--- src/bltc_pkg.sv ---
`default_nettype none

package bltc_pkg;

  // Keyword table: entries 0 to 11 carry their own token code, the last one is REM.
  localparam int unsigned KwCount = 13;
  localparam int unsigned KwRem   = 12;
  localparam int unsigned KwSlots = 8;

  typedef logic [7:0] char_t;
  typedef logic [4:0] kind_t;

  localparam kind_t KIND_INT    = 5'd12;
  localparam kind_t KIND_ID     = 5'd13;
  localparam kind_t KIND_ERROR  = 5'd14;
  localparam kind_t KIND_REMARK = 5'd15;
  localparam kind_t KIND_NONE   = 5'd16;

  localparam char_t CHAR_SPACE   = 8'h20;
  localparam char_t CHAR_NEWLINE = 8'h0A;
  localparam char_t CHAR_PLUS    = "+";
  localparam char_t CHAR_MINUS   = "-";
  localparam char_t CHAR_UNDER   = "_";
  localparam char_t CHAR_NUL     = 8'h00;

  localparam logic [35:0] INT_POS_MAX = 36'h0_7FFF_FFFF;
  localparam logic [35:0] INT_NEG_MAX = 36'h0_8000_0000;

  localparam char_t KW_TEXT [KwCount][KwSlots] = '{
    '{"I", "F", CHAR_NUL, CHAR_NUL, CHAR_NUL, CHAR_NUL, CHAR_NUL, CHAR_NUL},
    '{"T", "H", "E", "N", CHAR_NUL, CHAR_NUL, CHAR_NUL, CHAR_NUL},
    '{"L", "E", "T", CHAR_NUL, CHAR_NUL, CHAR_NUL, CHAR_NUL, CHAR_NUL},
    '{"G", "O", "T", "O", CHAR_NUL, CHAR_NUL, CHAR_NUL, CHAR_NUL},
    '{"E", "N", "D", CHAR_NUL, CHAR_NUL, CHAR_NUL, CHAR_NUL, CHAR_NUL},
    '{"P", "R", "I", "N", "T", CHAR_NUL, CHAR_NUL, CHAR_NUL},
    '{"=", CHAR_NUL, CHAR_NUL, CHAR_NUL, CHAR_NUL, CHAR_NUL, CHAR_NUL, CHAR_NUL},
    '{">", CHAR_NUL, CHAR_NUL, CHAR_NUL, CHAR_NUL, CHAR_NUL, CHAR_NUL, CHAR_NUL},
    '{"<", CHAR_NUL, CHAR_NUL, CHAR_NUL, CHAR_NUL, CHAR_NUL, CHAR_NUL, CHAR_NUL},
    '{"+", CHAR_NUL, CHAR_NUL, CHAR_NUL, CHAR_NUL, CHAR_NUL, CHAR_NUL, CHAR_NUL},
    '{"-", CHAR_NUL, CHAR_NUL, CHAR_NUL, CHAR_NUL, CHAR_NUL, CHAR_NUL, CHAR_NUL},
    '{"I", "N", "P", "U", "T", CHAR_NUL, CHAR_NUL, CHAR_NUL},
    '{"R", "E", "M", CHAR_NUL, CHAR_NUL, CHAR_NUL, CHAR_NUL, CHAR_NUL}
  };

  localparam logic [2:0] KW_LEN [KwCount] = '{
    3'd2, 3'd4, 3'd3, 3'd4, 3'd3, 3'd5, 3'd1, 3'd1, 3'd1, 3'd1, 3'd1, 3'd5, 3'd3
  };

  typedef struct packed {
    char_t char_byte;
    logic  line_last;
  } in_t;

  typedef struct packed {
    kind_t token_kind;
    logic  line_end;
  } out_t;

endpackage

`default_nettype wire

--- src/bltc_lex.sv ---
`default_nettype none

module bltc_lex (
  input  wire logic         clk_i,
  input  wire logic         rst_ni,
  input  wire logic         fire_i,
  input  wire bltc_pkg::in_t item_i,
  output logic              res_valid_o,
  output bltc_pkg::out_t    res_o
);

  logic [bltc_pkg::KwCount-1:0] mask_q, mask_d;
  logic [2:0]  len_q, len_d;
  logic        int_ok_q, int_ok_d;
  logic        sign_q, sign_d;
  logic        neg_q, neg_d;
  logic [31:0] mag_q, mag_d;
  logic        id_ok_q, id_ok_d;
  logic        nl_only_q, nl_only_d;
  logic        swallow_q, swallow_d;

  // Word state with the current byte folded in.
  logic [bltc_pkg::KwCount-1:0] mask_a;
  logic [2:0]  len_a;
  logic        int_ok_a, sign_a, neg_a, id_ok_a, nl_only_a;
  logic [31:0] mag_a;

  bltc_pkg::char_t c;
  logic        is_space, is_letter, is_digit, is_sign;
  logic [35:0] mag_x10, lim;
  logic        kw_hit, skip, word_end;
  bltc_pkg::kind_t kind;

  assign c         = item_i.char_byte;
  assign is_space  = (c == bltc_pkg::CHAR_SPACE);
  assign is_letter = (c inside {["A":"Z"], ["a":"z"]});
  assign is_digit  = (c inside {["0":"9"]});
  assign is_sign   = (c == bltc_pkg::CHAR_PLUS) || (c == bltc_pkg::CHAR_MINUS);

  // Decimal accumulate as shift and add, checked against the signed limit.
  assign mag_x10 = ({4'd0, mag_q} << 3) + ({4'd0, mag_q} << 1)
                 + {32'd0, c[3:0] - 4'd0};
  assign lim     = neg_q ? bltc_pkg::INT_NEG_MAX : bltc_pkg::INT_POS_MAX;

  // Fold one byte into the word state; a space leaves the word as it is.
  always_comb begin
    mask_a    = mask_q;
    len_a     = len_q;
    int_ok_a  = int_ok_q;
    sign_a    = sign_q;
    neg_a     = neg_q;
    mag_a     = mag_q;
    id_ok_a   = id_ok_q;
    nl_only_a = nl_only_q;
    if (!is_space) begin
      for (int k = 0; k < bltc_pkg::KwCount; k++) begin
        mask_a[k] = mask_q[k] && (len_q < bltc_pkg::KW_LEN[k])
                    && (bltc_pkg::KW_TEXT[k][len_q] == c);
      end
      if (c != bltc_pkg::CHAR_NEWLINE) begin
        nl_only_a = 1'b0;
      end
      if ((len_q == 3'd0) && is_sign) begin
        sign_a = 1'b1;
        neg_a  = (c == bltc_pkg::CHAR_MINUS);
      end else if (is_digit) begin
        if (int_ok_q) begin
          if (mag_x10 > lim) begin
            int_ok_a = 1'b0;
          end else begin
            mag_a = mag_x10[31:0];
          end
        end
      end else begin
        int_ok_a = 1'b0;
      end
      if (len_q == 3'd0) begin
        if (!is_letter) begin
          id_ok_a = 1'b0;
        end
      end else if (!(is_letter || is_digit || (c == bltc_pkg::CHAR_UNDER))) begin
        id_ok_a = 1'b0;
      end
      len_a = (len_q == 3'd7) ? 3'd7 : len_q + 3'd1;
    end
  end

  // Classify the word as it stands after this byte.
  always_comb begin
    kw_hit = 1'b0;
    kind   = bltc_pkg::KIND_ERROR;
    skip   = 1'b0;
    for (int k = 0; k < bltc_pkg::KwCount; k++) begin
      if (!kw_hit && mask_a[k] && (bltc_pkg::KW_LEN[k] == len_a)) begin
        kw_hit = 1'b1;
        kind   = (k == bltc_pkg::KwRem) ? bltc_pkg::KIND_REMARK : 5'(k);
      end
    end
    if (len_a == 3'd0) begin
      skip = 1'b1;
    end else if (!kw_hit) begin
      if (nl_only_a && (len_a == 3'd1)) begin
        skip = 1'b1;
      end else if (int_ok_a && (len_a > {2'd0, sign_a})) begin
        kind = bltc_pkg::KIND_INT;
      end else if (id_ok_a) begin
        kind = bltc_pkg::KIND_ID;
      end
    end
  end

  assign word_end = is_space || item_i.line_last;

  // Next state and the result of this item.
  always_comb begin
    mask_d      = mask_q;
    len_d       = len_q;
    int_ok_d    = int_ok_q;
    sign_d      = sign_q;
    neg_d       = neg_q;
    mag_d       = mag_q;
    id_ok_d     = id_ok_q;
    nl_only_d   = nl_only_q;
    swallow_d   = swallow_q;
    res_valid_o = 1'b0;
    res_o       = '{token_kind: bltc_pkg::KIND_NONE, line_end: 1'b0};
    if (fire_i) begin
      if (swallow_q || word_end) begin
        // The word closes: the state returns to the start of a word.
        mask_d    = '1;
        len_d     = 3'd0;
        int_ok_d  = 1'b1;
        sign_d    = 1'b0;
        neg_d     = 1'b0;
        mag_d     = 32'd0;
        id_ok_d   = 1'b1;
        nl_only_d = 1'b1;
      end
      if (swallow_q) begin
        // Rest of a remark line: only its final byte gives a result.
        if (item_i.line_last) begin
          swallow_d   = 1'b0;
          res_valid_o = 1'b1;
          res_o       = '{token_kind: bltc_pkg::KIND_REMARK, line_end: 1'b1};
        end else begin
          mask_d    = mask_q;
          len_d     = len_q;
          int_ok_d  = int_ok_q;
          sign_d    = sign_q;
          neg_d     = neg_q;
          mag_d     = mag_q;
          id_ok_d   = id_ok_q;
          nl_only_d = nl_only_q;
        end
      end else if (!word_end) begin
        mask_d    = mask_a;
        len_d     = len_a;
        int_ok_d  = int_ok_a;
        sign_d    = sign_a;
        neg_d     = neg_a;
        mag_d     = mag_a;
        id_ok_d   = id_ok_a;
        nl_only_d = nl_only_a;
      end else if (item_i.line_last) begin
        res_valid_o = 1'b1;
        res_o = '{token_kind: skip ? bltc_pkg::KIND_NONE : kind, line_end: 1'b1};
      end else if (!skip && (kind == bltc_pkg::KIND_REMARK)) begin
        swallow_d = 1'b1;
      end else if (!skip) begin
        res_valid_o = 1'b1;
        res_o       = '{token_kind: kind, line_end: 1'b0};
      end
    end
  end

  // Line and word state.
  always_ff @(posedge clk_i or negedge rst_ni) begin
    if (!rst_ni) begin
      mask_q    <= '1;
      len_q     <= 3'd0;
      int_ok_q  <= 1'b1;
      sign_q    <= 1'b0;
      neg_q     <= 1'b0;
      mag_q     <= 32'd0;
      id_ok_q   <= 1'b1;
      nl_only_q <= 1'b1;
      swallow_q <= 1'b0;
    end else begin
      mask_q    <= mask_d;
      len_q     <= len_d;
      int_ok_q  <= int_ok_d;
      sign_q    <= sign_d;
      neg_q     <= neg_d;
      mag_q     <= mag_d;
      id_ok_q   <= id_ok_d;
      nl_only_q <= nl_only_d;
      swallow_q <= swallow_d;
    end
  end

endmodule

`default_nettype wire

--- src/basic_line_token_classifier_core.sv ---
// Channel | Direction | Payload         | Handshake
// in      | input     | bltc_pkg::in_t  | in_valid_i / in_stall_o
// out     | output    | bltc_pkg::out_t | out_valid_o / out_stall_i
//
// One byte is taken every cycle while in_stall_o is low; a byte is held in the
// input register, then the classifier writes any result into the result register.
// Reset clears both registers' valid flags and puts the line state at the start of a line.
// A stalled result holds the input register; in_stall_o rises in the same
// cycle only when both registers are full and the output is stalled.
`default_nettype none

module basic_line_token_classifier_core (
  input  wire logic          clk_i,
  input  wire logic          rst_ni,
  input  wire logic          in_valid_i,
  output logic               in_stall_o,
  input  wire bltc_pkg::in_t in_item_i,
  output logic               out_valid_o,
  input  wire logic          out_stall_i,
  output bltc_pkg::out_t     out_item_o
);

  logic           in_vld_q, in_vld_d;
  bltc_pkg::in_t  in_q;
  logic           out_vld_q, out_vld_d;
  bltc_pkg::out_t out_q;
  logic           out_free, fire, in_take, res_valid;
  bltc_pkg::out_t res;

  // The result register can take a new item when empty or being drained.
  assign out_free   = !out_vld_q || !out_stall_i;
  assign fire       = in_vld_q && out_free;
  assign in_stall_o = in_vld_q && !out_free;
  assign in_take    = in_valid_i && !in_stall_o;

  bltc_lex u_lex (
    .clk_i,
    .rst_ni,
    .fire_i      (fire),
    .item_i      (in_q),
    .res_valid_o (res_valid),
    .res_o       (res)
  );

  always_comb begin
    in_vld_d = in_vld_q;
    if (in_take) begin
      in_vld_d = 1'b1;
    end else if (fire) begin
      in_vld_d = 1'b0;
    end
    out_vld_d = out_vld_q;
    if (fire) begin
      out_vld_d = res_valid;
    end else if (!out_stall_i) begin
      out_vld_d = 1'b0;
    end
  end

  // Valid flags.
  always_ff @(posedge clk_i or negedge rst_ni) begin
    if (!rst_ni) begin
      in_vld_q  <= 1'b0;
      out_vld_q <= 1'b0;
    end else begin
      in_vld_q  <= in_vld_d;
      out_vld_q <= out_vld_d;
    end
  end

  // Payload registers.
  always_ff @(posedge clk_i) begin
    if (in_take) begin
      in_q <= in_item_i;
    end
    if (fire && res_valid) begin
      out_q <= res;
    end
  end

  assign out_valid_o = out_vld_q;
  assign out_item_o  = out_q;

endmodule

`default_nettype wire

--- config.mk ---
export PLATFORM = sky130hd
export DESIGN_NAME = basic_line_token_classifier_core
export DESIGN_NICKNAME = d
export VERILOG_FILES = /design/src/bltc_pkg.sv /design/src/bltc_lex.sv /design/src/basic_line_token_classifier_core.sv
export SDC_FILE = /design/constraint.sdc
export NUM_CORES = 1
export LEC_CHECK = 0
export BUFFER_PORTS_ARGS = -buffer_cell sky130_fd_sc_hd__buf_2
export CORE_UTILIZATION = 30
export DETAILED_ROUTE_END_ITERATION = 6
export GPL_ROUTABILITY_DRIVEN = 0
export GPL_TIMING_DRIVEN = 1
export PLACE_DENSITY_LB_ADDON = 0.15
export SKIP_LAST_GASP = 1
export SLEW_MARGIN = 10
export SYNTH_ARGS = -nofsm -noshare
export SYNTH_HDL_FRONTEND = slang
export SYNTH_SLANG_ARGS = --single-unit
--- constraint.sdc ---
create_clock -name clk_i -period 15.6 [get_ports clk_i]
set_input_delay 2.34 -clock clk_i [delete_from_list [all_inputs] [get_ports clk_i]]
set_output_delay 2.34 -clock clk_i [all_outputs]
set_load 0.01 [all_outputs]
==> Implementation_results.wiki, run 1 <==
{| class="wikitable"
! Metric !! Value
|-
| Full die area || 0.0246 mm^2
|-
| DRC violations left || 0
|-
| WP data required || 15.88 ns
|-
| Async S/R FF share, synth || 0.789
|-
| Share of the clock period used by the worst path || 0.389
|-
| CTS tree || built
|-
| Post-synthesis net count || 936
|-
| Post-detailed-placement half-perimeter wirelength || 15000 um
|-
| Post-synthesis sequential element count || 71
|-
| Standard cell core area || 0.0235 mm^2
|-
| Pwr Density || 83.0 mW/mm^2
|-
| Post-synthesis share of cell area spent on full adders, half adders and majority gates || 0.185
|-
| Via total after detailed routing || 6110
|-
| Resized cells post-CTS || 0
|-
| Number of buffers on the longest clock path || 2
|-
| Largest net degree at the start of global routing || 57
|-
| H-tree depth reported by CTS || 3
|-
| Combinational power share || 0.333
|-
| Portion of total power attributed to sequential cells || 0.372
|-
| Worst hold path type || reg2reg
|-
| Count of flip-flops with a built-in enable after synthesis || 15
|-
| Endpoints failing setup || 0
|-
| Die span in x || 157 um
|-
| Startpoint type of the worst setup path || flop
|-
| Prevailing post-synth register cell || dfrtp_1
|-
| Number of warnings issued by yosys || 0
|-
| Root Driver || clkbuf_16
|-
| Total number of clock tree sinks || 71
|-
| Overall routed net length || 20100 um
|-
| Share of power burned in the clock network || 0.295
|-
| Xor and xnor area share after synthesis || 0.0584
|-
| Combinational family with the most area after synthesis || compound AO/OA/AOI/OAI gates
|-
| Ports || 21
|-
| Internal power contribution || 0.000403 W
|-
| Final count of hold timing violations || 0
|-
| Chip height || 157 um
|-
| Setup TNS Final || 0 ns
|-
| Number of CTS-inserted buffers || 9
|-
| Switching part of the total || 0.379
|-
| Critical Path Fanout Max || 32
|-
| Syn_area_per_cell || 8.80 um^2
|-
| Critical Path Sink Type || flop
|-
| Number of hold buffers added after cts || 0
|-
| Number of instances in the synthesized netlist || 818
|-
| Path type of the worst setup path || reg2reg
|-
| IR drop worst, VDD || 0.0469 mV
|-
| Leakage dissipation || 3.58 nW
|-
| Via count of the first global-routing pass || 5797
|-
| Clock-pin slew on the worst setup and hold paths || 0.06 ns
|-
| Minimum clock period || 6.07 ns
|-
| Initial antenna violation count || 0
|-
| Proportion of synthesized chip area in sequential cells || 0.260
|-
| Initial DRC count || 339
|-
| Skew final || 0.00725 ns
|-
| Antenna viol nets, final || 0
|-
| Overall Global Routing Usage || 0.171
|-
| Post-synth design cell area || 0.00720 mm^2
|-
| Post-synthesis simple-gate area fraction || 0.219
|-
| Initial DRT Pass Iterations || 5
|-
| Cell variety after synth || 84
|-
| Worst-Skew Late Latency || 0.35 ns
|-
| Signal arrival time at the worst endpoint || 6.35 ns
|-
| Post-CTS setup buffer count || 0
|-
| Achievable Freq || 165 MHz
|-
| Switching power summed over all nets || 0.000246 W
|-
| Initial standard-cell utilization of the core || 0.307
|-
| Overflow after GRT || 0
|-
| Compound-cell area share of the yosys netlist || 0.230
|-
| Wire length of the first global-routing pass || 32400 um
|-
| Final routed wire length divided by cell count || 17.6 um
|-
| Relative area change from synthesis to final layout || 8.71%
|-
| Number of standard-cell rows in the floorplan || 56
|-
| RSZ-0062 raised after global routing || false
|-
| Count of pins over their slew limit || 0
|-
| Actual slew at the worst max-slew pin || 0.976 ns
|-
| Final antenna diode count || 0
|-
| Max-cap check violation count || 0
|-
| Share of synthesized area spent on multiplexers || 0.00886
|-
| Slew margin rel. || 0.349
|-
| Proportion of layout cells with a drive suffix above 1 || 0.106
|-
| Number of nets in the final layout || 935
|-
| Core Util, Final || 0.333
|-
| Routed via count divided by cell count || 5.35
|-
| Count of buffers inserted at the top-level ports || 20
|-
| Status || complete, no violations
|}
## metal layers
| layer | part of all wire | routed length, um | global-route usage | vias up |
|---|---|---|---|---|
| li1 | - | - | - | 3098 |
| met1 | 0.53 | 10600 | 0.252 | 2885 |
| met2 | 0.43 | 8630 | 0.257 | 107 |
| met3 | 0.032 | 642 | 0.0248 | 20 |
| met4 | 0.014 | 277 | 0.0453 | 0 |
| met5 | 0 | 0 | 0 | - |
## kinds of logic (layout without fill, tap and decap cells)
kind of cell | after synthesis | in the layout
buf+inv | 63 | 67
mux | 5 | 5
xor+xnor | 48 | 48
compound gates | 242 | 242
flops | 71 | 71
simple gates | 284 | 284
fa+ha+maj | 105 | 105
## placed cells by master (no fill, tap or decap), types with 7 or more instances in the layout
cell	netlist	routed
a211oi_1	8	8
a21o_1	8	8
a21oi_1	55	55
a22o_1	33	33
and2_1	12	12
and3_1	8	8
buf_2	20	20
buf_4	1	7
clkbuf_16	0	9
dfrtp_1	40	40
dfstp_2	16	16
edfxtp_1	15	15
ha_1	103	103
inv_1	23	23
nand2_1	65	65
nand2b_1	9	9
nand3_1	15	15
nand4_1	15	15
nor2_1	58	58
nor2b_1	10	10
nor3_1	23	23
nor3b_1	7	7
nor4_1	13	13
o211ai_1	7	7
o21a_1	10	10
o21ai_0	52	52
o22ai_1	8	8
o31ai_1	7	7
xnor2_1	28	28
xor2_1	20	20
## synth_stat cells, types with 5 or more instances
| cell type | instances | area [um^2] |
|---|---|---|
| nor4_1 | 13 | 81.3 |
| buf_2 | 20 | 100 |
| nand4_1 | 15 | 93.8 |
| and2_1 | 12 | 75.1 |
| edfxtp_1 | 15 | 450 |
| nor2b_1 | 10 | 62.6 |
| and3_1 | 8 | 50.1 |
| nand2_1 | 65 | 244 |
| o211ai_1 | 7 | 52.6 |
| xor2_1 | 20 | 175 |
| a22o_1 | 33 | 289 |
| clkbuf_1 | 14 | 52.6 |
| o32ai_1 | 5 | 43.8 |
| a21oi_1 | 55 | 275 |
| xnor2_1 | 28 | 245 |
| inv_1 | 23 | 86.3 |
| and4b_1 | 6 | 60.1 |
| ha_1 | 103 | 1290 |
| o22ai_1 | 8 | 50.1 |
| o31ai_1 | 7 | 52.6 |
| or4_1 | 5 | 37.5 |
| a31oi_1 | 7 | 43.8 |
| nand3_1 | 15 | 75.1 |
| nand4b_1 | 6 | 52.6 |
| a21o_1 | 8 | 60.1 |
| nor3b_1 | 7 | 52.6 |
| nor2_1 | 58 | 218 |
| nand2b_1 | 9 | 56.3 |
| dfstp_2 | 16 | 420 |
| o21ai_0 | 52 | 260 |
| a211oi_1 | 8 | 60.1 |
| dfrtp_1 | 40 | 1000 |
| nor3_1 | 23 | 115 |
| o21a_1 | 10 | 75.1 |
## worst max-delay path, stage by stage (launching register included)
cell,delay (ns)
edfxtp_1,0.99
ha_1,0.37
ha_1,0.23
inv_1,0.08
fa_1,0.20
nor2b_1,0.07
o31a_1,0.28
o221a_2,0.29
a21oi_1,0.22
o21ai_0,0.16
a21boi_0,0.36
xnor2_1,0.15
ha_1,0.31
nand4_1,0.14
or4_1,0.57
nor4_1,0.30
a221oi_1,0.13
nand2_1,0.08
and4b_1,0.29
and3_1,0.17
buf_4,0.37
a22o_1,0.22
## power groups by stage
stage	Clock (W)	Sequential [W]	Combinational [W]
CTS	0.000199	0.000241	0.000216
global route	0.000205	0.000245	0.000240
floorplan	0	0.000232	0.000168
detailed placement	0	0.000244	0.000215
global placement	0	0.000245	0.000216
finish	0.000191	0.000242	0.000216
## final cells by class
cell class | instances | area, um^2
Timing Repair Buffer | 27 | 153
Multi-Input combinational cell | 684 | 5050
Inverter | 24 | 90.1
Sequential cell | 71 | 1870
Clock buffer | 11 | 233
Tap cell | 319 | 399
Fill cell | 2436 | 15600
Clock inverter | 5 | 26.3
## sequential cells by signal, indices dropped and copies added, names as in the netlist, 3 cells and up
signal	flops
u_lex.mag_q	32
u_lex.mask_q	13
in_q	9
out_item_o	6
u_lex.len_q	3
## through the flow
step	std cells	area (um^2)	hold WS [ns]	power, W	worst slack (ns)
floorplan	818	7200	0.447	0.000400	10.60
global placement	1125	7570	0.465	0.000461	9.75
detailed placement	1125	7570	0.461	0.000459	9.64
CTS	1141	7830	0.472	0.000656	9.59
global route	1141	7830	0.498	0.000690	9.13
finish	1141	7830	0.473	0.000649	9.53
## final timing paths
check / start / to / slack [ns] / cells past startpoint
max: in_q[3]$_DFFE_PP_ / u_lex.mag_q[11]$_DFFE_PN0P_ / 9.53 / 21
min: u_lex.mask_q[0]$_DFFE_PN1P_ / u_lex.mask_q[0]$_DFFE_PN1P_ / 0.47 / 2
max reg2reg: in_q[3]$_DFFE_PP_ / u_lex.mag_q[11]$_DFFE_PN0P_ / 9.53 / 21
min reg2reg: u_lex.mask_q[0]$_DFFE_PN1P_ / u_lex.mask_q[0]$_DFFE_PN1P_ / 0.47 / 2
max in group asynchronous: rst_ni / u_lex.mag_q[6]$_DFFE_PN0P_ / 12.92 / 2
min in group asynchronous: rst_ni / u_lex.mag_q[23]$_DFFE_PN0P_ / 2.15 / 2
Power figures use the tool's default switching activity.
==> inputs of run 2 (changes only) <==
--- a/config.mk
+++ b/config.mk
@@ -5,6 +5,7 @@
 export SDC_FILE = /design/constraint.sdc
 export NUM_CORES = 1
 export LEC_CHECK = 0
+export ABC_AREA = 1
 export BUFFER_PORTS_ARGS = -buffer_cell sky130_fd_sc_hd__buf_2
 export CORE_UTILIZATION = 30
 export DETAILED_ROUTE_END_ITERATION = 6
==> constraint.sdc (replaced) <==
create_clock -name clk_i -period 6.1 [get_ports clk_i]
set_input_delay 0.915 -clock clk_i [delete_from_list [all_inputs] [get_ports clk_i]]
set_output_delay 0.915 -clock clk_i [all_outputs]
set_load 0.01 [all_outputs]
==> run 2 against run 1 <==
Against the previous run:
- global-route usage about the same
- highest routed layer unchanged
- via count grew 9.7%
- routed wire length is 4.1% higher
- clock-buffer cell count did not move
- final cell count grew 21%
- first-iteration DRC count fell by 1.2%
- core utilization is 0.21 points higher
- sequential cell count stayed put
- critical path depth increased by 5
- maximum frequency up 13%
- die area grew 2.8%
- setup slack got worse by 8.8 ns
==> Implementation_results.wiki, run 2 <==
{| class="wikitable"
! Metric !! Value
|-
| Initial DRT Pass Iterations || 7 (was 5)
|-
| Number of instances in the synthesized netlist || 1040 (was 818)
|-
| Worst hold path type || reg2reg (unchanged)
|-
| Worst R2R Setup Slack || 0.73 ns (was 9.53 ns)
|-
| Switching part of the total || 0.492 (was 0.379)
|-
| Proportion of synthesized chip area in sequential cells || 0.253 (was 0.260)
|-
| Initial DRC count || 335 (was 339)
|-
| Buffer and inverter count on the worst path || 3 (was 2)
|-
| Number of hold buffers added after cts || 0 (unchanged)
|-
| Destination of the worst register-to-register timing path || u_lex.mag_q[29]$_DFFE_PN0P_ (was u_lex.mag_q[11]$_DFFE_PN0P_)
|-
| Overall routed net length || 21000 um (was 20100 um)
|-
| Routed via count divided by cell count || 4.84 (was 5.35)
|-
| Number of flip-flops in the largest register || 32 (unchanged)
|-
| Largest net degree at the start of global routing || 57 (unchanged)
|-
| Relative area change from synthesis to final layout || 9.90% (was 8.71%)
|-
| Die span in x || 159 um (was 157 um)
|-
| Final routed wire length divided by cell count || 15.1 um (was 17.6 um)
|-
| Leading cell type in the layout, fill and taps excluded || nand2_1 (was ha_1)
|-
| Critical Path Sink Type || flop (unchanged)
|-
| Number of standard-cell rows in the floorplan || 57 (was 56)
|-
| IR drop worst, VDD || 0.138 mV (was 0.0469 mV)
|-
| Wire length on met1 || 11300 um (was 10600 um)
|-
| Async S/R FF share, synth || 0.789 (unchanged)
|-
| Leakage dissipation || 4.27 nW (was 3.58 nW)
|-
| Count of flip-flops with a built-in enable after synthesis || 15 (unchanged)
|-
| Number of warnings issued by yosys || 0 (unchanged)
|-
| Met3 wire length || 600 um (was 642 um)
|-
| Startpoint type of the worst setup path || flop (unchanged)
|-
| Overall Global Routing Usage || 0.171 (about the same)
|-
| Status || complete, no violations (unchanged)
|-
| Count of pins over their slew limit || 0 (unchanged)
|-
| Overflow after GRT || 0 (unchanged)
|-
| Share of the clock period used by the worst path || 0.880 (was 0.389)
|-
| Count of buffers inserted at the top-level ports || 20 (unchanged)
|-
| Synth top area cells || ha_1 17%, nand2_1 14%, dfrtp_1 14% (was ha_1 18%, dfrtp_1 14%, edfxtp_1 6.3%)
|-
| Clock-pin slew on the worst setup and hold paths || 0.06 ns (about the same)
|-
| Synth top area share || 0.174 (was 0.179)
|-
| Initial standard-cell utilization of the core || 0.305 (was 0.307)
|-
| Combinational power share || 0.567 (was 0.333)
|-
| Final antenna diode count || 0 (unchanged)
|-
| Max-cap check violation count || 0 (unchanged)
|-
| Final count of hold timing violations || 0 (unchanged)
|-
| Actual slew at the worst max-slew pin || 0.875 ns (was 0.976 ns)
|-
| Share of power burned in the clock network || 0.180 (was 0.295)
|-
| Portion of total power attributed to sequential cells || 0.253 (was 0.372)
|-
| Highest-count cells in the layout ignoring fill and taps || 282 x nand2_1, 103 x ha_1, 94 x inv_1 (was 103 x ha_1, 65 x nand2_1, 58 x nor2_1)
|-
| Critical Path Fanout Max || 33 (was 32)
|-
| Largest regs || u_lex.mag_q x32, u_lex.mask_q x13, in_q x9 (unchanged)
|-
| Switching power summed over all nets || 0.00154 W (was 0.000246 W)
|-
| Minimum clock period || 5.37 ns (was 6.07 ns)
|-
| Skew final || 0.00885 ns (was 0.00725 ns)
|-
| R2R depth || 26 (was 21)
|-
| CTS tree || built (unchanged)
|-
| WP data required || 6.32 ns (was 15.88 ns)
|-
| Min Hold Slack || 0.465 ns (was 0.473 ns)
|-
| Post-detailed-placement half-perimeter wirelength || 16500 um (was 15000 um)
|-
| Via count of the first global-routing pass || 6496 (was 5797)
|-
| Via total after detailed routing || 6702 (was 6110)
|-
| Total number of clock tree sinks || 71 (unchanged)
|-
| Internal power contribution || 0.00159 W (was 0.000403 W)
|-
| Root Driver || clkbuf_16 (unchanged)
|-
| Post-synthesis net count || 1158 (was 936)
|-
| Top-count cell post-synth || nand2_1 (was ha_1)
|-
| Uppermost signal routing layer after detailed routing || met4 (unchanged)
|-
| Commonest cells in the synthesized netlist || 283 x nand2_1, 103 x ha_1, 94 x inv_1 (was 103 x ha_1, 65 x nand2_1, 58 x nor2_1)
|-
| Slowest stage cell, crit path || fa_1 (was edfxtp_1)
|-
| Worst reg2reg startpoint || in_q[4]$_DFFE_PP_ (was in_q[3]$_DFFE_PP_)
|-
| Most area-hungry cell type in the Yosys netlist || ha_1 (unchanged)
|-
| Number of cells traversed by the worst hold path || 2 (unchanged)
|-
| Chip height || 159 um (was 157 um)
|-
| Antenna viol nets, final || 0 (unchanged)
|-
| Standard cell core area || 0.0242 mm^2 (was 0.0235 mm^2)
|-
| Post-synth design cell area || 0.00740 mm^2 (was 0.00720 mm^2)
|-
| Ports || 21 (unchanged)
|-
| Post-CTS setup buffer count || 0 (unchanged)
|-
| DRC violations left || 0 (unchanged)
|-
| Cell variety after synth || 56 (was 84)
|-
| Endpoints failing setup || 0 (unchanged)
|-
| Total placed cells including tap cells || 1368 (was 1125)
|-
| Worst Hold Path EP || u_lex.mask_q[7]$_DFFE_PN1P_ (was u_lex.mask_q[0]$_DFFE_PN1P_)
|-
| Delay-heaviest family, CP || simple AND/OR/NAND/NOR gates (was compound AO/OA/AOI/OAI gates)
|-
| Largest register by flop count || u_lex.mag_q (unchanged)
|-
| RSZ-0062 raised after global routing || false (unchanged)
|-
| Wire length of the first global-routing pass || 34700 um (was 32400 um)
|-
| H-tree depth reported by CTS || 3 (unchanged)
|-
| Resized cells post-CTS || 0 (unchanged)
|-
| Slowest cell delay on critical path || 0.62 ns (was 0.99 ns)
|-
| Proportion of layout cells with a drive suffix above 1 || 0.104 (was 0.106)
|-
| Wire length on met2 || 8690 um (was 8630 um)
|-
| Non-filler instance count after layout || 1384 (was 1141)
|-
| Signal arrival time at the worst endpoint || 5.58 ns (was 6.35 ns)
|-
| Worst-Skew Late Latency || 0.35 ns (about the same)
|-
| Achievable Freq || 186 MHz (was 165 MHz)
|-
| Number of CTS-inserted buffers || 9 (unchanged)
|-
| Initial antenna violation count || 0 (unchanged)
|-
| Prevailing post-synth register cell || dfrtp_1 (unchanged)
|-
| Pwr Density || 385 mW/mm^2 (was 83.0 mW/mm^2)
|-
| Worst hold start || u_lex.mask_q[7]$_DFFE_PN1P_ (was u_lex.mask_q[0]$_DFFE_PN1P_)
|-
| Syn_area_per_cell || 7.12 um^2 (was 8.80 um^2)
|-
| Full die area || 0.0253 mm^2 (was 0.0246 mm^2)
|-
| Post-synthesis sequential element count || 71 (unchanged)
|-
| Number of nets in the final layout || 1173 (was 935)
|-
| Number of buffers on the longest clock path || 2 (unchanged)
|-
| Cell occurring most often along the worst timing path || nand2_1 (was ha_1)
|-
| Setup TNS Final || 0 ns (unchanged)
|-
| Slew margin rel. || 0.417 (was 0.349)
|-
| Path type of the worst setup path || reg2reg (unchanged)
|}
## run 2: changes by cell type after synthesis, sizes merged, moves of 9 or more
cell	previous run	this run
o21a	10	1
nand2	65	302
o21ai	58	77
nand3	16	73
nor2b	10	0
a22o	33	0
xnor2	28	11
and2	12	1
inv	23	101
buf	25	9
nor2	58	106
nor3	26	14
nand2b	9	0
## run 2: worst reg2reg max path, delay by kind of cell, from the launching register on
| family | cells | cell delay (ns) |
|---|---|---|
| buf+inv | 3 | 0.57 |
| compound gates | 5 | 0.98 |
| xor+xnor | 1 | 0.28 |
| flops | 1 | 0.54 |
| fa+ha+maj | 3 | 1.39 |
| simple gates | 14 | 1.49 |
## run 2: how the worst max path moves through the flow
stage | to | cells past startpoint | startpoint
after floorplan | u_lex.mag_q[27]$_DFFE_PN0P_ | 28 | in_q[4]$_DFFE_PP_
after global placement | u_lex.mag_q[27]$_DFFE_PN0P_ | 27 | in_q[3]$_DFFE_PP_
after detailed placement | u_lex.mag_q[27]$_DFFE_PN0P_ | 29 | in_q[3]$_DFFE_PP_
after CTS | u_lex.mag_q[27]$_DFFE_PN0P_ | 29 | in_q[3]$_DFFE_PP_
after global routing | u_lex.mag_q[26]$_DFFE_PN0P_ | 30 | in_q[3]$_DFFE_PP_
final | u_lex.mag_q[29]$_DFFE_PN0P_ | 26 | in_q[4]$_DFFE_PP_
## run 2: routing by layer
metal  vias up  global-route usage
met2       107               0.260
met4         0              0.0559
met1      3039               0.251
met5         -                   0
li1       3535                   -
met3        21              0.0172
## run 2: final cells by class
| class | count | area, um^2 |
|---|---|---|
| Clock buffer | 11 | 243 |
| Clock inverter | 5 | 63.8 |
| Fill cell | 2680 | 16100 |
| Inverter | 104 | 407 |
| Multi-Input combinational cell | 845 | 5020 |
| Sequential cell | 71 | 1870 |
| Tap cell | 324 | 405 |
| Timing Repair Buffer | 24 | 130 |
## run 2: kinds of logic (layout without fill, tap and decap cells)
family / after synthesis / in the layout / synth area share
buf+inv: 124 / 144 / 0.0700
fa+ha+maj: 105 / 105 / 0.179
compound gates: 183 / 183 / 0.142
flops: 71 / 71 / 0.253
simple gates: 521 / 521 / 0.313
xor+xnor: 36 / 36 / 0.0426
## run 2: stage by stage
| stage | area [um^2] | setup slack, ns | power, W | util |
|---|---|---|---|---|
| after floorplan | 7400 | 1.86 | 0.00210 | - |
| after global placement | 7830 | 0.728 | 0.00259 | 0.323 |
| after detailed placement | 7830 | 0.657 | 0.00258 | 0.323 |
| after CTS | 8140 | 0.635 | 0.00317 | 0.336 |
| after global routing | 8140 | 0.181 | 0.00346 | 0.336 |
| final | 8140 | 0.733 | 0.00314 | 0.336 |
## run 2: power by group through the flow
stage	combinational (W)	clock (W)	sequential [W]
after floorplan	0.00136	0	0.000743
after global placement	0.00179	0	0.000804
after detailed placement	0.00178	0	0.000803
after CTS	0.00179	0.000586	0.000795
after global routing	0.00204	0.000602	0.000817
final	0.00178	0.000565	0.000793
==> inputs of run 3 (changes only) <==
--- a/config.mk
+++ b/config.mk
@@ -5,7 +5,6 @@
 export SDC_FILE = /design/constraint.sdc
 export NUM_CORES = 1
 export LEC_CHECK = 0
-export ABC_AREA = 1
 export BUFFER_PORTS_ARGS = -buffer_cell sky130_fd_sc_hd__buf_2
 export CORE_UTILIZATION = 30
 export DETAILED_ROUTE_END_ITERATION = 6
==> run 3 against run 2 <==
Against the previous run:
- maximum frequency fell by 3.7%
- register-to-register slack got worse by 0.21 ns
- die area decreased by 2.7%
- highest routed layer unchanged
- power down 47%
- core utilization decreased by 0.080 points
- sequential share of layout area rose by 0.82 points
- clock-buffer cell count decreased by 1
- first-iteration DRC count increased by 4.2%
- global-route usage is 0.11 points higher
- hold slack gained 0.017 ns
- non-clock buffer count rose by 6
- critical endpoint is now u_lex.mag_q[12]$_DFFE_PN0P_
- routed wire length is 2.8% lower
==> Implementation_results.wiki, run 3 (synthesis results as in run 1) <==
{| class="wikitable"
! Metric !! Value
|-
| RSZ-0062 raised after global routing || false (unchanged)
|-
| Worst reg2reg startpoint || in_q[4]$_DFFE_PP_ (unchanged)
|-
| CTS tree || built (unchanged)
|-
| Share of the clock period used by the worst path || 0.914 (was 0.880)
|-
| Wire length of the first global-routing pass || 33000 um (was 34700 um)
|-
| Worst hold start || u_lex.mask_q[2]$_DFFE_PN1P_ (was u_lex.mask_q[7]$_DFFE_PN1P_)
|-
| Routed via count divided by cell count || 5.38 (was 4.84)
|-
| H-tree depth reported by CTS || 3 (unchanged)
|-
| Full die area || 0.0246 mm^2 (was 0.0253 mm^2)
|-
| Critical Path Sink Type || flop (unchanged)
|-
| Count of buffers inserted at the top-level ports || 20 (unchanged)
|-
| Worst hold path type || reg2reg (unchanged)
|-
| Number of CTS-inserted buffers || 9 (unchanged)
|-
| Setup slack at placement || 0.558 ns (was 0.657 ns)
|-
| Number of cells traversed by the worst hold path || 2 (unchanged)
|-
| Max-cap check violation count || 0 (unchanged)
|-
| Combinational power share || 0.325 (was 0.567)
|-
| Number of standard-cell rows in the floorplan || 56 (was 57)
|-
| Portion of total power attributed to sequential cells || 0.374 (was 0.253)
|-
| Number of flip-flops in the largest register || 32 (unchanged)
|-
| Via total after detailed routing || 6155 (was 6702)
|-
| Chip height || 157 um (was 159 um)
|-
| Leakage dissipation || 3.59 nW (was 4.27 nW)
|-
| Largest net degree at the start of global routing || 57 (unchanged)
|-
| Highest-count cells in the layout ignoring fill and taps || 103 x ha_1, 65 x nand2_1, 58 x nor2_1 (was 282 x nand2_1, 103 x ha_1, 94 x inv_1)
|-
| Via count of the first global-routing pass || 5899 (was 6496)
|-
| Critical Path Fanout Max || 32 (was 33)
|-
| Pwr Density || 212 mW/mm^2 (was 385 mW/mm^2)
|-
| Minimum clock period || 5.57 ns (was 5.37 ns)
|-
| Overall routed net length || 20400 um (was 21000 um)
|-
| Endpoints failing setup || 0 (unchanged)
|-
| Destination of the worst register-to-register timing path || u_lex.mag_q[12]$_DFFE_PN0P_ (was u_lex.mag_q[29]$_DFFE_PN0P_)
|-
| R2R depth || 20 (was 26)
|-
| Worst-Skew Late Latency || 0.35 ns (about the same)
|-
| Signal arrival time at the worst endpoint || 5.86 ns (was 5.58 ns)
|-
| Number of buffers on the longest clock path || 2 (unchanged)
|-
| Overflow after GRT || 0 (unchanged)
|-
| Count of pins over their slew limit || 0 (unchanged)
|-
| Final count of hold timing violations || 0 (unchanged)
|-
| Initial DRC count || 349 (was 335)
|-
| DRC violations left || 0 (unchanged)
|-
| Post-CTS setup buffer count || 0 (unchanged)
|-
| Total number of clock tree sinks || 71 (unchanged)
|-
| Post-route setup slack || 0.526 ns (was 0.733 ns)
|-
| Proportion of layout cells with a drive suffix above 1 || 0.110 (was 0.104)
|-
| Setup TNS Final || 0 ns (unchanged)
|-
| Worst Hold Path EP || u_lex.mask_q[2]$_DFFE_PN1P_ (was u_lex.mask_q[7]$_DFFE_PN1P_)
|-
| Initial standard-cell utilization of the core || 0.307 (was 0.305)
|-
| Ports || 21 (unchanged)
|-
| Number of nets in the final layout || 938 (was 1173)
|-
| Path type of the worst setup path || reg2reg (unchanged)
|-
| Post-detailed-placement half-perimeter wirelength || 15100 um (was 16500 um)
|-
| WP data required || 6.38 ns (was 6.32 ns)
|-
| Startpoint type of the worst setup path || flop (unchanged)
|-
| Final routed wire length divided by cell count || 17.8 um (was 15.1 um)
|-
| Leading cell type in the layout, fill and taps excluded || ha_1 (was nand2_1)
|-
| IR drop worst, VDD || 0.138 mV (about the same)
|-
| Relative area change from synthesis to final layout || 9.12% (was 9.90%)
|-
| Internal power contribution || 0.00103 W (was 0.00159 W)
|-
| Switching power summed over all nets || 0.000635 W (was 0.00154 W)
|-
| Initial DRT Pass Iterations || 5 (was 7)
|-
| Power consumption || 0.00167 W (was 0.00314 W)
|-
| Root Driver || clkbuf_16 (unchanged)
|-
| Clock-pin slew on the worst setup and hold paths || 0.06 ns (about the same)
|-
| Initial antenna violation count || 0 (unchanged)
|-
| Skew final || 0.0111 ns (was 0.00885 ns)
|-
| Antenna viol nets, final || 0 (unchanged)
|-
| Final antenna diode count || 0 (unchanged)
|-
| Actual slew at the worst max-slew pin || 0.881 ns (was 0.875 ns)
|-
| Overall Global Routing Usage || 0.172 (was 0.171)
|-
| Resized cells post-CTS || 0 (unchanged)
|-
| Slew margin rel. || 0.413 (was 0.417)
|-
| Switching part of the total || 0.381 (was 0.492)
|-
| Number of hold buffers added after cts || 0 (unchanged)
|-
| Worst R2R Setup Slack || 0.53 ns (was 0.73 ns)
|-
| Largest register by flop count || u_lex.mag_q (unchanged)
|-
| Achievable Freq || 179 MHz (was 186 MHz)
|-
| Share of power burned in the clock network || 0.300 (was 0.180)
|-
| Die span in x || 157 um (was 159 um)
|-
| Standard cell core area || 0.0235 mm^2 (was 0.0242 mm^2)
|-
| Largest regs || u_lex.mag_q x32, u_lex.mask_q x13, in_q x9 (unchanged)
|-
| Filler cells || 2471 (was 2680)
|-
| Status || complete, no violations (unchanged)
|}
==> run 3: layer usage <==
layer	part of all wire	wire [um]	up-vias	GRT usage
met5	0	0	-	0
met4	0.0081	165	0	0.0355
met3	0.028	568	11	0.0267
met2	0.43	8800	76	0.265
met1	0.53	10800	2954	0.251
li1	-	-	3114	-
==> run 3: how the worst max path moves through the flow <==
| stage | start | endpoint | cells past startpoint |
|---|---|---|---|
| floorplan | in_q[4]$_DFFE_PP_ | u_lex.mag_q[10]$_DFFE_PN0P_ | 22 |
| global placement | in_q[4]$_DFFE_PP_ | u_lex.mag_q[0]$_DFFE_PN0P_ | 20 |
| detailed placement | in_q[4]$_DFFE_PP_ | u_lex.mag_q[23]$_DFFE_PN0P_ | 20 |
| CTS | in_q[4]$_DFFE_PP_ | u_lex.mag_q[10]$_DFFE_PN0P_ | 20 |
| global route | in_q[4]$_DFFE_PP_ | u_lex.mag_q[10]$_DFFE_PN0P_ | 20 |
| finish | in_q[4]$_DFFE_PP_ | u_lex.mag_q[12]$_DFFE_PN0P_ | 20 |
==> run 3: metrics by stage <==
stage                      util  hold WS (ns)  cells  instance area [um^2]
after floorplan               -         0.447    818                  7200
after global placement    0.323         0.462   1128                  7590
after detailed placement  0.323         0.470   1128                  7590
after CTS                 0.335         0.480   1144                  7860
after global routing      0.335         0.506   1144                  7860
final                     0.335         0.482   1144                  7860
==> run 3: final cells by class <==
| cell class | instances | area (um^2) | share of cell area |
|---|---|---|---|
| flip-flops and latches | 71 | 1870 | 0.238 |
| clock buffers | 10 | 229 | 0.0291 |
| multi-input cells | 684 | 5050 | 0.643 |
| repair buffers | 30 | 175 | 0.0223 |
| clock inverters | 6 | 37.5 | 0.00478 |
| well taps | 319 | 399 | 0.0508 |
| inverters | 24 | 90.1 | 0.0115 |
==> run 3: critical path: stages (launching register included) <==
cell	delay [ns]
edfxtp_1	0.42
fa_1	0.58
inv_1	0.07
fa_1	0.45
nor2b_1	0.18
o31a_1	0.22
o221a_2	0.25
a21oi_1	0.10
o21ai_0	0.26
a21boi_0	0.20
xnor2_1	0.18
ha_1	0.31
nand4_1	0.13
or4_1	0.57
nor4_1	0.31
a221oi_1	0.13
nand2_1	0.09
and4b_1	0.30
and3_1	0.18
buf_4	0.37
a22o_1	0.21
==> run 3: power groups by stage <==
stage / Sequential [W] / Clock (W) / Combinational (W)
finish: 0.000624 / 0.000501 / 0.000542
global route: 0.000630 / 0.000530 / 0.000600
CTS: 0.000623 / 0.000513 / 0.000542
detailed placement: 0.000630 / 0 / 0.000539
global placement: 0.000632 / 0 / 0.000541
floorplan: 0.000594 / 0 / 0.000429
